$ cat src/rtl/core/wfps_pkg.sv
package wfps_pkg;

    // Largest scan the nearest-range search covers; the searched half is half of it.
    localparam int MAX_SCAN_POINTS = 2048;
    localparam logic [11:0] MAX_PTS = 12'(MAX_SCAN_POINTS);

    // Configuration register indexes.
    localparam logic [2:0] CFG_SCAN_POINTS     = 3'd0;
    localparam logic [2:0] CFG_CENTER_INDEX    = 3'd1;
    localparam logic [2:0] CFG_ANGLE_STEP      = 3'd2;
    localparam logic [2:0] CFG_WALL_SETPOINT   = 3'd3;
    localparam logic [2:0] CFG_LOOKAHEAD       = 3'd4;
    localparam logic [2:0] CFG_PROP_GAIN       = 3'd5;
    localparam logic [2:0] CFG_INTEG_GAIN      = 3'd6;
    localparam logic [2:0] CFG_DERIV_GAIN      = 3'd7;

    // Register reset values.
    localparam logic [11:0] RST_SCAN_POINTS     = 12'd1080;
    localparam logic [10:0] RST_CENTER_INDEX    = 11'd270;
    localparam logic [15:0] RST_ANGLE_STEP      = 16'd286;
    localparam logic [15:0] RST_WALL_SETPOINT   = 16'd6144;
    localparam logic [15:0] RST_LOOKAHEAD       = 16'd205;
    localparam logic [15:0] RST_PROP_GAIN       = 16'd6963;
    localparam logic [15:0] RST_INTEG_GAIN      = 16'd33;
    localparam logic [15:0] RST_DERIV_GAIN      = 16'd6554;

    // One over two pi in Q32, and the quarter-wave sine coefficients in Q16.
    localparam logic [29:0] INV_TWO_PI_Q32 = 30'd683565276;
    localparam logic [16:0] SIN_A = 17'd102944;
    localparam logic [15:0] SIN_B = 16'd42047;
    localparam logic [15:0] SIN_C = 16'd4640;
    localparam logic [16:0] SIN_ONE = 17'd65536;

    // Sum of the P, I and D terms, in Q24, at which the steering reaches plus or minus one.
    localparam logic signed [49:0] U_LIMIT = 50'sd16777216;

    typedef enum logic [3:0] {
        ST_IDLE,
        ST_ANGLE,
        ST_PHASE,
        ST_TURN,
        ST_SQUARE,
        ST_POLY_B,
        ST_POLY_A,
        ST_SINE,
        ST_ERROR,
        ST_PTERM,
        ST_ITERM,
        ST_DTERM,
        ST_SUM,
        ST_DONE
    } state_t;

endpackage

$ cat src/rtl/core/wall_follow_pid_steering_top.sv
// Wall-following PID steering controller. Range samples of one lidar scan stream in
// on the s_ channel, one transfer per cycle, with s_tlast on the final sample of the
// scan. Over the first half of the scan (at most MAX_SCAN_POINTS/2 samples) the block
// keeps the nearest range and its index. The final sample starts the end-of-scan step:
// wall angle, sine of the angle times lookahead, distance error, saturating integral
// and the P, I and D terms, all worked through one shared 33 by 33 bit signed
// multiplier under a small sequencer. After the final sample s_tready stays low through
// ten multiplier steps, the error step, the final sum step and one output step, longer
// if the previous result has not yet been taken on the m_ channel. Each scan gives
// exactly one result: the steering command, clamped to plus or minus one in Q1.12,
// and the nearest index. Configuration registers are written through cfg_wr_en,
// cfg_index and cfg_wdata and should change only while no scan is in progress.
module wall_follow_pid_steering_top (
    input  logic        aclk,
    input  logic        aresetn,

    input  logic        s_tvalid,
    output logic        s_tready,
    input  logic [15:0] s_tdata,   // [15:0] range_sample
    input  logic        s_tlast,   // last_sample

    output logic        m_tvalid,
    input  logic        m_tready,
    output logic [31:0] m_tdata,   // [13:0] steering, [24:14] nearest_index, rest zero

    input  logic        cfg_wr_en,
    input  logic [2:0]  cfg_index,
    input  logic [15:0] cfg_wdata
);

    // Configuration registers.
    logic [11:0] scan_points_reg;
    logic [10:0] center_index_reg;
    logic [15:0] angle_step_reg;
    logic [15:0] wall_setpoint_reg;
    logic [15:0] lookahead_reg;
    logic [15:0] prop_gain_reg;
    logic [15:0] integ_gain_reg;
    logic [15:0] deriv_gain_reg;

    always_ff @(posedge aclk) begin
        if (!aresetn) begin
            scan_points_reg     <= wfps_pkg::RST_SCAN_POINTS;
            center_index_reg    <= wfps_pkg::RST_CENTER_INDEX;
            angle_step_reg      <= wfps_pkg::RST_ANGLE_STEP;
            wall_setpoint_reg   <= wfps_pkg::RST_WALL_SETPOINT;
            lookahead_reg       <= wfps_pkg::RST_LOOKAHEAD;
            prop_gain_reg       <= wfps_pkg::RST_PROP_GAIN;
            integ_gain_reg      <= wfps_pkg::RST_INTEG_GAIN;
            deriv_gain_reg      <= wfps_pkg::RST_DERIV_GAIN;
        end else if (cfg_wr_en) begin
            case (cfg_index)
                wfps_pkg::CFG_SCAN_POINTS:     scan_points_reg     <= cfg_wdata[11:0];
                wfps_pkg::CFG_CENTER_INDEX:    center_index_reg    <= cfg_wdata[10:0];
                wfps_pkg::CFG_ANGLE_STEP:      angle_step_reg      <= cfg_wdata;
                wfps_pkg::CFG_WALL_SETPOINT:   wall_setpoint_reg   <= cfg_wdata;
                wfps_pkg::CFG_LOOKAHEAD:       lookahead_reg       <= cfg_wdata;
                wfps_pkg::CFG_PROP_GAIN:       prop_gain_reg       <= cfg_wdata;
                wfps_pkg::CFG_INTEG_GAIN:      integ_gain_reg      <= cfg_wdata;
                wfps_pkg::CFG_DERIV_GAIN:      deriv_gain_reg      <= cfg_wdata;
                default: ;
            endcase
        end
    end

    // Sequencer and scan state.
    wfps_pkg::state_t state_reg, state_next;

    logic [15:0] nearest_range_reg, nearest_range_next;
    logic [10:0] nearest_pos_reg, nearest_pos_next;
    logic [10:0] sample_counter_reg, sample_counter_next;
    logic signed [31:0] error_integral_reg;
    logic signed [17:0] prior_error_reg;

    // Datapath registers.
    logic signed [57:0] prod_reg;
    logic               neg_reg;
    logic               quad_reg;
    logic [16:0]        x_reg;
    logic [16:0]        x2_reg;
    logic               sneg_reg;
    logic signed [17:0] err_reg;
    logic signed [49:0] acc_reg;

    // Output register.
    logic        m_valid_reg, m_valid_next;
    logic [13:0] out_steer_reg;
    logic [10:0] out_index_reg;

    logic s_xfer;
    logic load_out;

    assign s_xfer   = s_tvalid && s_tready;
    assign load_out = (state_reg == wfps_pkg::ST_DONE) && (!m_valid_reg || m_tready);

    // Nearest-range search over the first half of the scan.
    logic [11:0] pts;
    logic [10:0] half;
    logic        take;

    assign pts  = (scan_points_reg > wfps_pkg::MAX_PTS) ? wfps_pkg::MAX_PTS : scan_points_reg;
    assign half = pts[11:1];
    assign take = (sample_counter_reg < half) &&
                  ((sample_counter_reg == 11'd0) || (s_tdata < nearest_range_reg));

    always_comb begin
        nearest_range_next  = nearest_range_reg;
        nearest_pos_next    = nearest_pos_reg;
        sample_counter_next = sample_counter_reg;
        if (s_xfer) begin
            if (take) begin
                nearest_range_next = s_tdata;
                nearest_pos_next   = sample_counter_reg;
            end
            if (sample_counter_reg != 11'h7FF) begin
                sample_counter_next = sample_counter_reg + 11'd1;
            end
        end else if (load_out) begin
            // Rearm for the next scan once the result is handed over.
            nearest_range_next  = 16'hFFFF;
            nearest_pos_next    = 11'd0;
            sample_counter_next = 11'd0;
        end
    end

    // Values taken from the product register at each step.
    logic signed [11:0] diff;
    logic signed [27:0] ang;
    logic [26:0]        ang_mag;
    logic [31:0]        phase_raw;
    logic [31:0]        phase;
    logic [15:0]        frac;
    logic [16:0]        x_val;
    logic [16:0]        x2_val;
    logic [15:0]        t_b;
    logic [16:0]        t_a;
    logic [16:0]        sine_raw;
    logic [16:0]        sine_mag;
    logic [32:0]        sterm_round;
    logic signed [17:0] sterm;
    logic signed [18:0] err_wide;
    logic signed [32:0] integ_sum;
    logic signed [31:0] integ_sat;
    logic signed [18:0] err_delta;

    assign diff      = $signed({1'b0, center_index_reg}) - $signed({1'b0, nearest_pos_reg});
    assign ang       = prod_reg[27:0];
    assign ang_mag   = ang[27] ? 27'(-ang) : ang[26:0];
    assign phase_raw = prod_reg[47:16];
    assign phase     = neg_reg ? (32'd0 - phase_raw) : phase_raw;
    assign frac      = phase[29:14];
    assign x_val     = phase[30] ? (wfps_pkg::SIN_ONE - {1'b0, frac}) : {1'b0, frac};
    assign x2_val    = prod_reg[32:16];
    assign t_b       = wfps_pkg::SIN_B - prod_reg[31:16];
    assign t_a       = wfps_pkg::SIN_A - {1'b0, prod_reg[31:16]};
    assign sine_raw  = prod_reg[32:16];
    assign sine_mag  = (sine_raw > wfps_pkg::SIN_ONE) ? wfps_pkg::SIN_ONE : sine_raw;

    // Sine term rounded half up on its magnitude, then signed.
    assign sterm_round = {1'b0, prod_reg[31:0]} + 33'd32768;
    assign sterm       = sneg_reg ? -$signed({1'b0, sterm_round[32:16]})
                                  :  $signed({1'b0, sterm_round[32:16]});
    assign err_wide    = $signed({3'b000, wall_setpoint_reg})
                       - $signed({3'b000, nearest_range_reg})
                       - {sterm[17], sterm};

    assign integ_sum = {error_integral_reg[31], error_integral_reg}
                     + {{15{err_reg[17]}}, err_reg};
    always_comb begin
        if (integ_sum[32] != integ_sum[31]) begin
            integ_sat = integ_sum[32] ? 32'sh8000_0000 : 32'sh7FFF_FFFF;
        end else begin
            integ_sat = integ_sum[31:0];
        end
    end

    assign err_delta = {prior_error_reg[17], prior_error_reg} - {err_reg[17], err_reg};

    // The shared multiplier: operand selection by step.
    logic signed [32:0] mul_a, mul_b;
    logic signed [65:0] mul_full;

    always_comb begin
        mul_a = '0;
        mul_b = '0;
        case (state_reg)
            wfps_pkg::ST_ANGLE: begin
                mul_a = $signed({17'd0, angle_step_reg});
                mul_b = {{21{diff[11]}}, diff};
            end
            wfps_pkg::ST_PHASE: begin
                mul_a = $signed({6'd0, ang_mag});
                mul_b = $signed({3'd0, wfps_pkg::INV_TWO_PI_Q32});
            end
            wfps_pkg::ST_TURN: begin
                mul_a = $signed({16'd0, x_val});
                mul_b = $signed({16'd0, x_val});
            end
            wfps_pkg::ST_SQUARE: begin
                mul_a = $signed({17'd0, wfps_pkg::SIN_C});
                mul_b = $signed({16'd0, x2_val});
            end
            wfps_pkg::ST_POLY_B: begin
                mul_a = $signed({17'd0, t_b});
                mul_b = $signed({16'd0, x2_reg});
            end
            wfps_pkg::ST_POLY_A: begin
                mul_a = $signed({16'd0, t_a});
                mul_b = $signed({16'd0, x_reg});
            end
            wfps_pkg::ST_SINE: begin
                mul_a = $signed({16'd0, sine_mag});
                mul_b = $signed({17'd0, lookahead_reg});
            end
            wfps_pkg::ST_PTERM: begin
                mul_a = $signed({17'd0, prop_gain_reg});
                mul_b = {{15{err_reg[17]}}, err_reg};
            end
            wfps_pkg::ST_ITERM: begin
                mul_a = $signed({17'd0, integ_gain_reg});
                mul_b = {error_integral_reg[31], error_integral_reg};
            end
            wfps_pkg::ST_DTERM: begin
                mul_a = $signed({17'd0, deriv_gain_reg});
                mul_b = {{14{err_delta[18]}}, err_delta};
            end
            default: ;
        endcase
    end

    assign mul_full = mul_a * mul_b;

    // Next step of the sequencer.
    always_comb begin
        state_next = state_reg;
        case (state_reg)
            wfps_pkg::ST_IDLE:   if (s_xfer && s_tlast) state_next = wfps_pkg::ST_ANGLE;
            wfps_pkg::ST_ANGLE:  state_next = wfps_pkg::ST_PHASE;
            wfps_pkg::ST_PHASE:  state_next = wfps_pkg::ST_TURN;
            wfps_pkg::ST_TURN:   state_next = wfps_pkg::ST_SQUARE;
            wfps_pkg::ST_SQUARE: state_next = wfps_pkg::ST_POLY_B;
            wfps_pkg::ST_POLY_B: state_next = wfps_pkg::ST_POLY_A;
            wfps_pkg::ST_POLY_A: state_next = wfps_pkg::ST_SINE;
            wfps_pkg::ST_SINE:   state_next = wfps_pkg::ST_ERROR;
            wfps_pkg::ST_ERROR:  state_next = wfps_pkg::ST_PTERM;
            wfps_pkg::ST_PTERM:  state_next = wfps_pkg::ST_ITERM;
            wfps_pkg::ST_ITERM:  state_next = wfps_pkg::ST_DTERM;
            wfps_pkg::ST_DTERM:  state_next = wfps_pkg::ST_SUM;
            wfps_pkg::ST_SUM:    state_next = wfps_pkg::ST_DONE;
            wfps_pkg::ST_DONE:   if (load_out) state_next = wfps_pkg::ST_IDLE;
            default:             state_next = wfps_pkg::ST_IDLE;
        endcase
    end

    // Handshake outputs of the sequencer.
    always_comb begin
        s_tready     = (state_reg == wfps_pkg::ST_IDLE);
        m_valid_next = load_out || (m_valid_reg && !m_tready);
    end

    // Steering: clamp at plus or minus one, otherwise divide by 4096 toward zero.
    logic signed [49:0] u_bias;
    logic signed [49:0] u_shift;
    logic [13:0]        steer;

    assign u_bias  = acc_reg[49] ? (acc_reg + 50'sd4095) : acc_reg;
    assign u_shift = u_bias >>> 12;

    always_comb begin
        if (acc_reg >= wfps_pkg::U_LIMIT) begin
            steer = 14'sd4096;
        end else if (acc_reg <= -wfps_pkg::U_LIMIT) begin
            steer = -14'sd4096;
        end else begin
            steer = u_shift[13:0];
        end
    end

    // Control state.
    always_ff @(posedge aclk) begin
        if (!aresetn) begin
            state_reg          <= wfps_pkg::ST_IDLE;
            nearest_range_reg  <= 16'hFFFF;
            nearest_pos_reg    <= 11'd0;
            sample_counter_reg <= 11'd0;
            error_integral_reg <= '0;
            prior_error_reg    <= '0;
            m_valid_reg        <= 1'b0;
        end else begin
            state_reg          <= state_next;
            nearest_range_reg  <= nearest_range_next;
            nearest_pos_reg    <= nearest_pos_next;
            sample_counter_reg <= sample_counter_next;
            m_valid_reg        <= m_valid_next;
            if (state_reg == wfps_pkg::ST_PTERM) begin
                error_integral_reg <= integ_sat;
            end
            if (state_reg == wfps_pkg::ST_DTERM) begin
                prior_error_reg <= err_reg;
            end
        end
    end

    // Datapath.
    always_ff @(posedge aclk) begin
        prod_reg <= mul_full[57:0];
        case (state_reg)
            wfps_pkg::ST_PHASE: neg_reg <= ang[27];
            wfps_pkg::ST_TURN: begin
                quad_reg <= phase[31];
                x_reg    <= x_val;
            end
            wfps_pkg::ST_SQUARE: x2_reg   <= x2_val;
            wfps_pkg::ST_SINE:   sneg_reg <= quad_reg;
            wfps_pkg::ST_ERROR:  err_reg  <= err_wide[17:0];
            wfps_pkg::ST_ITERM:  acc_reg  <= prod_reg[49:0];
            wfps_pkg::ST_DTERM:  acc_reg  <= acc_reg + prod_reg[49:0];
            wfps_pkg::ST_SUM:    acc_reg  <= acc_reg + prod_reg[49:0];
            default: ;
        endcase
        if (load_out) begin
            out_steer_reg <= steer;
            out_index_reg <= nearest_pos_reg;
        end
    end

    assign m_tvalid = m_valid_reg;
    assign m_tdata  = {7'd0, out_index_reg, out_steer_reg};

    // The final sample of a scan always blocks the input while the step runs.
    assert property (@(posedge aclk) disable iff (!aresetn)
        s_tvalid && s_tready && s_tlast |=> !s_tready)
        else $error("input accepted right after the final sample of a scan");

    // A new result appears only out of the output step.
    assert property (@(posedge aclk) disable iff (!aresetn)
        $rose(m_tvalid) |-> $past(state_reg == wfps_pkg::ST_DONE))
        else $error("result raised outside the output step");

    // The steering command never leaves plus or minus one.
    assert property (@(posedge aclk) disable iff (!aresetn)
        m_tvalid |-> ($signed(m_tdata[13:0]) <= 14'sd4096 &&
                      $signed(m_tdata[13:0]) >= -14'sd4096))
        else $error("steering command outside plus or minus one");

endmodule
$ cat config.mk
export PLATFORM = sky130hd
export DESIGN_NAME = wall_follow_pid_steering_top
export DESIGN_NICKNAME = d
export VERILOG_FILES = /design/src/rtl/core/wfps_pkg.sv /design/src/rtl/core/wall_follow_pid_steering_top.sv
export SDC_FILE = /design/constraint.sdc
export NUM_CORES = 2
export LEC_CHECK = 0
export BUFFER_PORTS_ARGS = -buffer_cell sky130_fd_sc_hd__buf_2
export CORE_UTILIZATION = 40
export CTS_CLUSTER_DIAMETER = 50
export DETAILED_ROUTE_END_ITERATION = 8
export PLACE_DENSITY = 0.6
export SLEW_MARGIN = 25
export SYNTH_ARGS = -nofsm -noshare
export SYNTH_HDL_FRONTEND = slang
export SYNTH_SLANG_ARGS = --single-unit
$ cat constraint.sdc
create_clock -name aclk -period 30.1 [get_ports aclk]
set_clock_uncertainty 0.1 [all_clocks]
set_input_delay 6.02 -clock aclk [delete_from_list [all_inputs] [get_ports aclk]]
set_output_delay 6.02 -clock aclk [all_outputs]
set_load 0.01 [all_outputs]
==> key figures <==
CTS
  • Post-CTS Setup Bufs: 0
  • Post-cts resize count: 0
  • Clk buf depth: 3
  • H-tree Lvls: 2
  • Clock transition at path regs: approximately 60 ps
  • Worst skew pair latency: 640 ps
  • Inserted Clock Buffers: between 50 and 60
  • Sink Count: roughly 390
  • Hold buffers post-CTS: 0
  • Clock Tree Root: clkbuf_16
  • TritonCTS clock tree: done

Layout
  • Most frequent cells in the layout: inv_1, fa_1, nand2_1
  • Commonest non-fill, non-tap cell in the layout: inv_1
  • Final cell count without fillers: between 8000 and 9000
  • Nets@finish: between 7000 and 8000
  • Share of layout cells above drive strength 1: under 10%
  • Post-layout instance area: between 50000 and 60000 um2
  • Utilization after layout: a little over two fifths
  • P&R area growth vs syn: 8.67%

Synthesis
  • Synth Instances: a little over 6000
  • FFs w/ async S/R, synth: 0%
  • EDFF count, synth: 130
  • Number of synthesized register bits: around 390
  • Ys Warns: 0
  • Share of the yosys chip area belonging to registers: 17.4%
  • Netlist cell types: 98
  • Syn_area_per_cell: around 8.5 um2
  • Synthesized cell area: approximately 53000 um2
  • Top FF cell, synth: dfxtp_1

Routing
  • Drt first pass iters: 6
  • DR iter-0 viols: between 3000 and 4000
  • Antenna-violating nets left: 0
  • Routed wire per std cell: about 21 um
  • Post-Route WL: between 150000 and 200000 um
  • Vias post-DR: between 40000 and 50000
  • Vias/cell: ~5.4
  • Remaining DRCs: 0

Global routing
  • First-pass GRT wire length: roughly 260000 um
  • Initial antenna violation count: 6
  • Met3 GRT Util: ~4%
  • Grt peak-use layer: met2
  • GR Util met2: 41.5%
  • Gr ovfl total: 0
  • Largest net degree at the start of global routing: between 80 and 90
  • Overall Global Routing Usage: 26.0%
  • Met1 GRT Util: ~36%
  • Vias in the first global route: approximately 43000

Floorplan
  • Die Y: between 300 and 400 um
  • Die area: roughly 130000 um2
  • Starting Density: about 40%
  • Row cnt: 132
  • Die X: roughly 360 um
  • Io pins: 75
  • Core Area: 130000 um2

Worst setup path
  • R2R depth: 35
  • Crit path largest cell delay: 960 ps
  • Kind of critical path: flip-flop to flip-flop
  • Nature of the critical path startpoint: flip-flop
  • Critical path arrival: about 13000 ps
  • CP max-delay cell: a2111oi_0
  • Critical-path maximum fanout: 12
  • CP Data Required Time: 30510 ps
  • CP most frequent cell: fa_1
  • Critical Path Sink Type: flip-flop

Placed design
  • Worst slack, placed: about 18000 ps
  • I/O Buffers: between 60 and 70
  • Placed insts: between 7000 and 8000
  • Placed Area: roughly 55000 um2
  • Routability Congestion: 0.962
  • Hpwl dp: around 130000 um

Power
  • Power Internal: between 3 and 4 mW
  • Comb power frac: between 80% and 90%
  • P_sw: 3.92 mW
  • Reg power frac: a little over a tenth
  • Switching share of power: a little over half
  • LEAKAGE: ~27 nW
  • Overall Power: between 7 and 8 mW
  • Clk pwr share: 8.9%
  • Peak VDD IR: slightly above 0.0002 V
  • Pwr dens: 125 nW/um2

Timing
  • Slack of the critical path: around 18000 ps
  • Hold Fails Final Rpt: 0
  • Final Max Slew Viols: 0
  • Final Setup Violations: 0
  • Max Fclk: around 81 MHz
  • Final min period: about 12000 ps
  • Tcrit/Tclk final: between 40 and 50%
  • Slew @ Worst Pin: about 1100 ps
  • RSZ-0062 raised after global routing: no
  • WHS: 322 ps
  • Max transition margin: 26.2%
  • Total negative setup slack: 0 ps

Outcome
  • Outcome: completed

Min path
  • Min-Delay Path Depth: 0
  • Class of the worst hold path: flip-flop to flip-flop

Job
  • Max cap viols: 0
synth_stat cells (14+ instances only):
| master | instances | share of area [%] |
|---|---|---|
| or3_1 | 25 | 0.30 |
| nand4_1 | 31 | 0.37 |
| buf_2 | 26 | 0.25 |
| o211ai_1 | 23 | 0.33 |
| clkbuf_1 | 206 | 1.5 |
| a21oi_1 | 298 | 2.8 |
| dfxtp_1 | 262 | 10 |
| xor2_1 | 98 | 1.6 |
| fa_1 | 790 | 30 |
| a22oi_1 | 54 | 0.77 |
| edfxtp_1 | 130 | 7.4 |
| o21a_1 | 20 | 0.29 |
| a211oi_1 | 20 | 0.29 |
| buf_4 | 14 | 0.20 |
| nor2_1 | 528 | 3.8 |
| o31ai_1 | 19 | 0.27 |
| nor2b_1 | 46 | 0.55 |
| mux2i_1 | 15 | 0.29 |
| a21boi_0 | 83 | 1.2 |
| and2_1 | 25 | 0.30 |
| nor3_1 | 63 | 0.60 |
| nor4_1 | 27 | 0.32 |
| and3_1 | 60 | 0.71 |
| inv_1 | 1131 | 8.1 |
| xnor2_1 | 187 | 3.1 |
| ha_1 | 330 | 7.9 |
| a31oi_1 | 20 | 0.24 |
| nand2b_1 | 118 | 1.4 |
| o21ai_0 | 264 | 2.5 |
| or2_2 | 19 | 0.23 |
| a21o_1 | 98 | 1.4 |
| nand3_1 | 138 | 1.3 |
| buf_1 | 23 | 0.16 |
| o21bai_1 | 19 | 0.27 |
| nand2_1 | 757 | 5.4 |
worst paths after layout:
kind                     start           end  slack [ps]
setup reg to reg  prod_reg[23]  prod_reg[49]       17730
hold reg to reg       quad_reg      sneg_reg         320
setup / recovery  prod_reg[23]  prod_reg[49]       17730
hold / removal        quad_reg      sneg_reg         320
cells by family after synthesis:
family / share of synthesized area [%]
AO/OA/AOI/OAI: 12.9
multiplexers: 0.371
buffers and inverters: 10.3
other: 0.0143
AND/OR/NAND/NOR: 16.2
adder cells (fa/ha/maj): 37.9
flip-flops: 17.4
XOR/XNOR: 4.88
area by class of cell:
type	instances	area, um2
diodes	2	5.00
flip-flops and latches	392	9150
clock inverters	35	305
inverters	1133	4250
clock buffers	63	1410
well taps	1742	2180
repair buffers	157	1010
multi-input cells	4531	38800
fillers	12912	72900
critical path, delay by kind of cell, from the launching register on:
family          cells  cell delay (ps)
flops               1              520
fa+ha+maj          10             4370
buf+inv             5              470
compound gates     11             3830
xor+xnor            3              550
simple gates        6             2360
routing by layer:
metal | vias up | part of all wire, %
met1 | 21695 | 42
met3 | 329 | 8.0
li1 | 19733 | -
met5 | - | 0.027
met2 | 1641 | 45
met4 | 6 | 4.1
power by group through the flow:
stage               Sequential [mW]  Clock [mW]  Combinational (mW)
CTS                           0.750       0.644                5.77
detailed placement            0.761           0                5.74
finish                        0.753       0.636                5.76
global placement              0.761           0                5.67
floorplan                     0.723           0                3.93
global route                  0.756       0.667                6.35
Note: power is estimated with default switching activity, not from simulation.
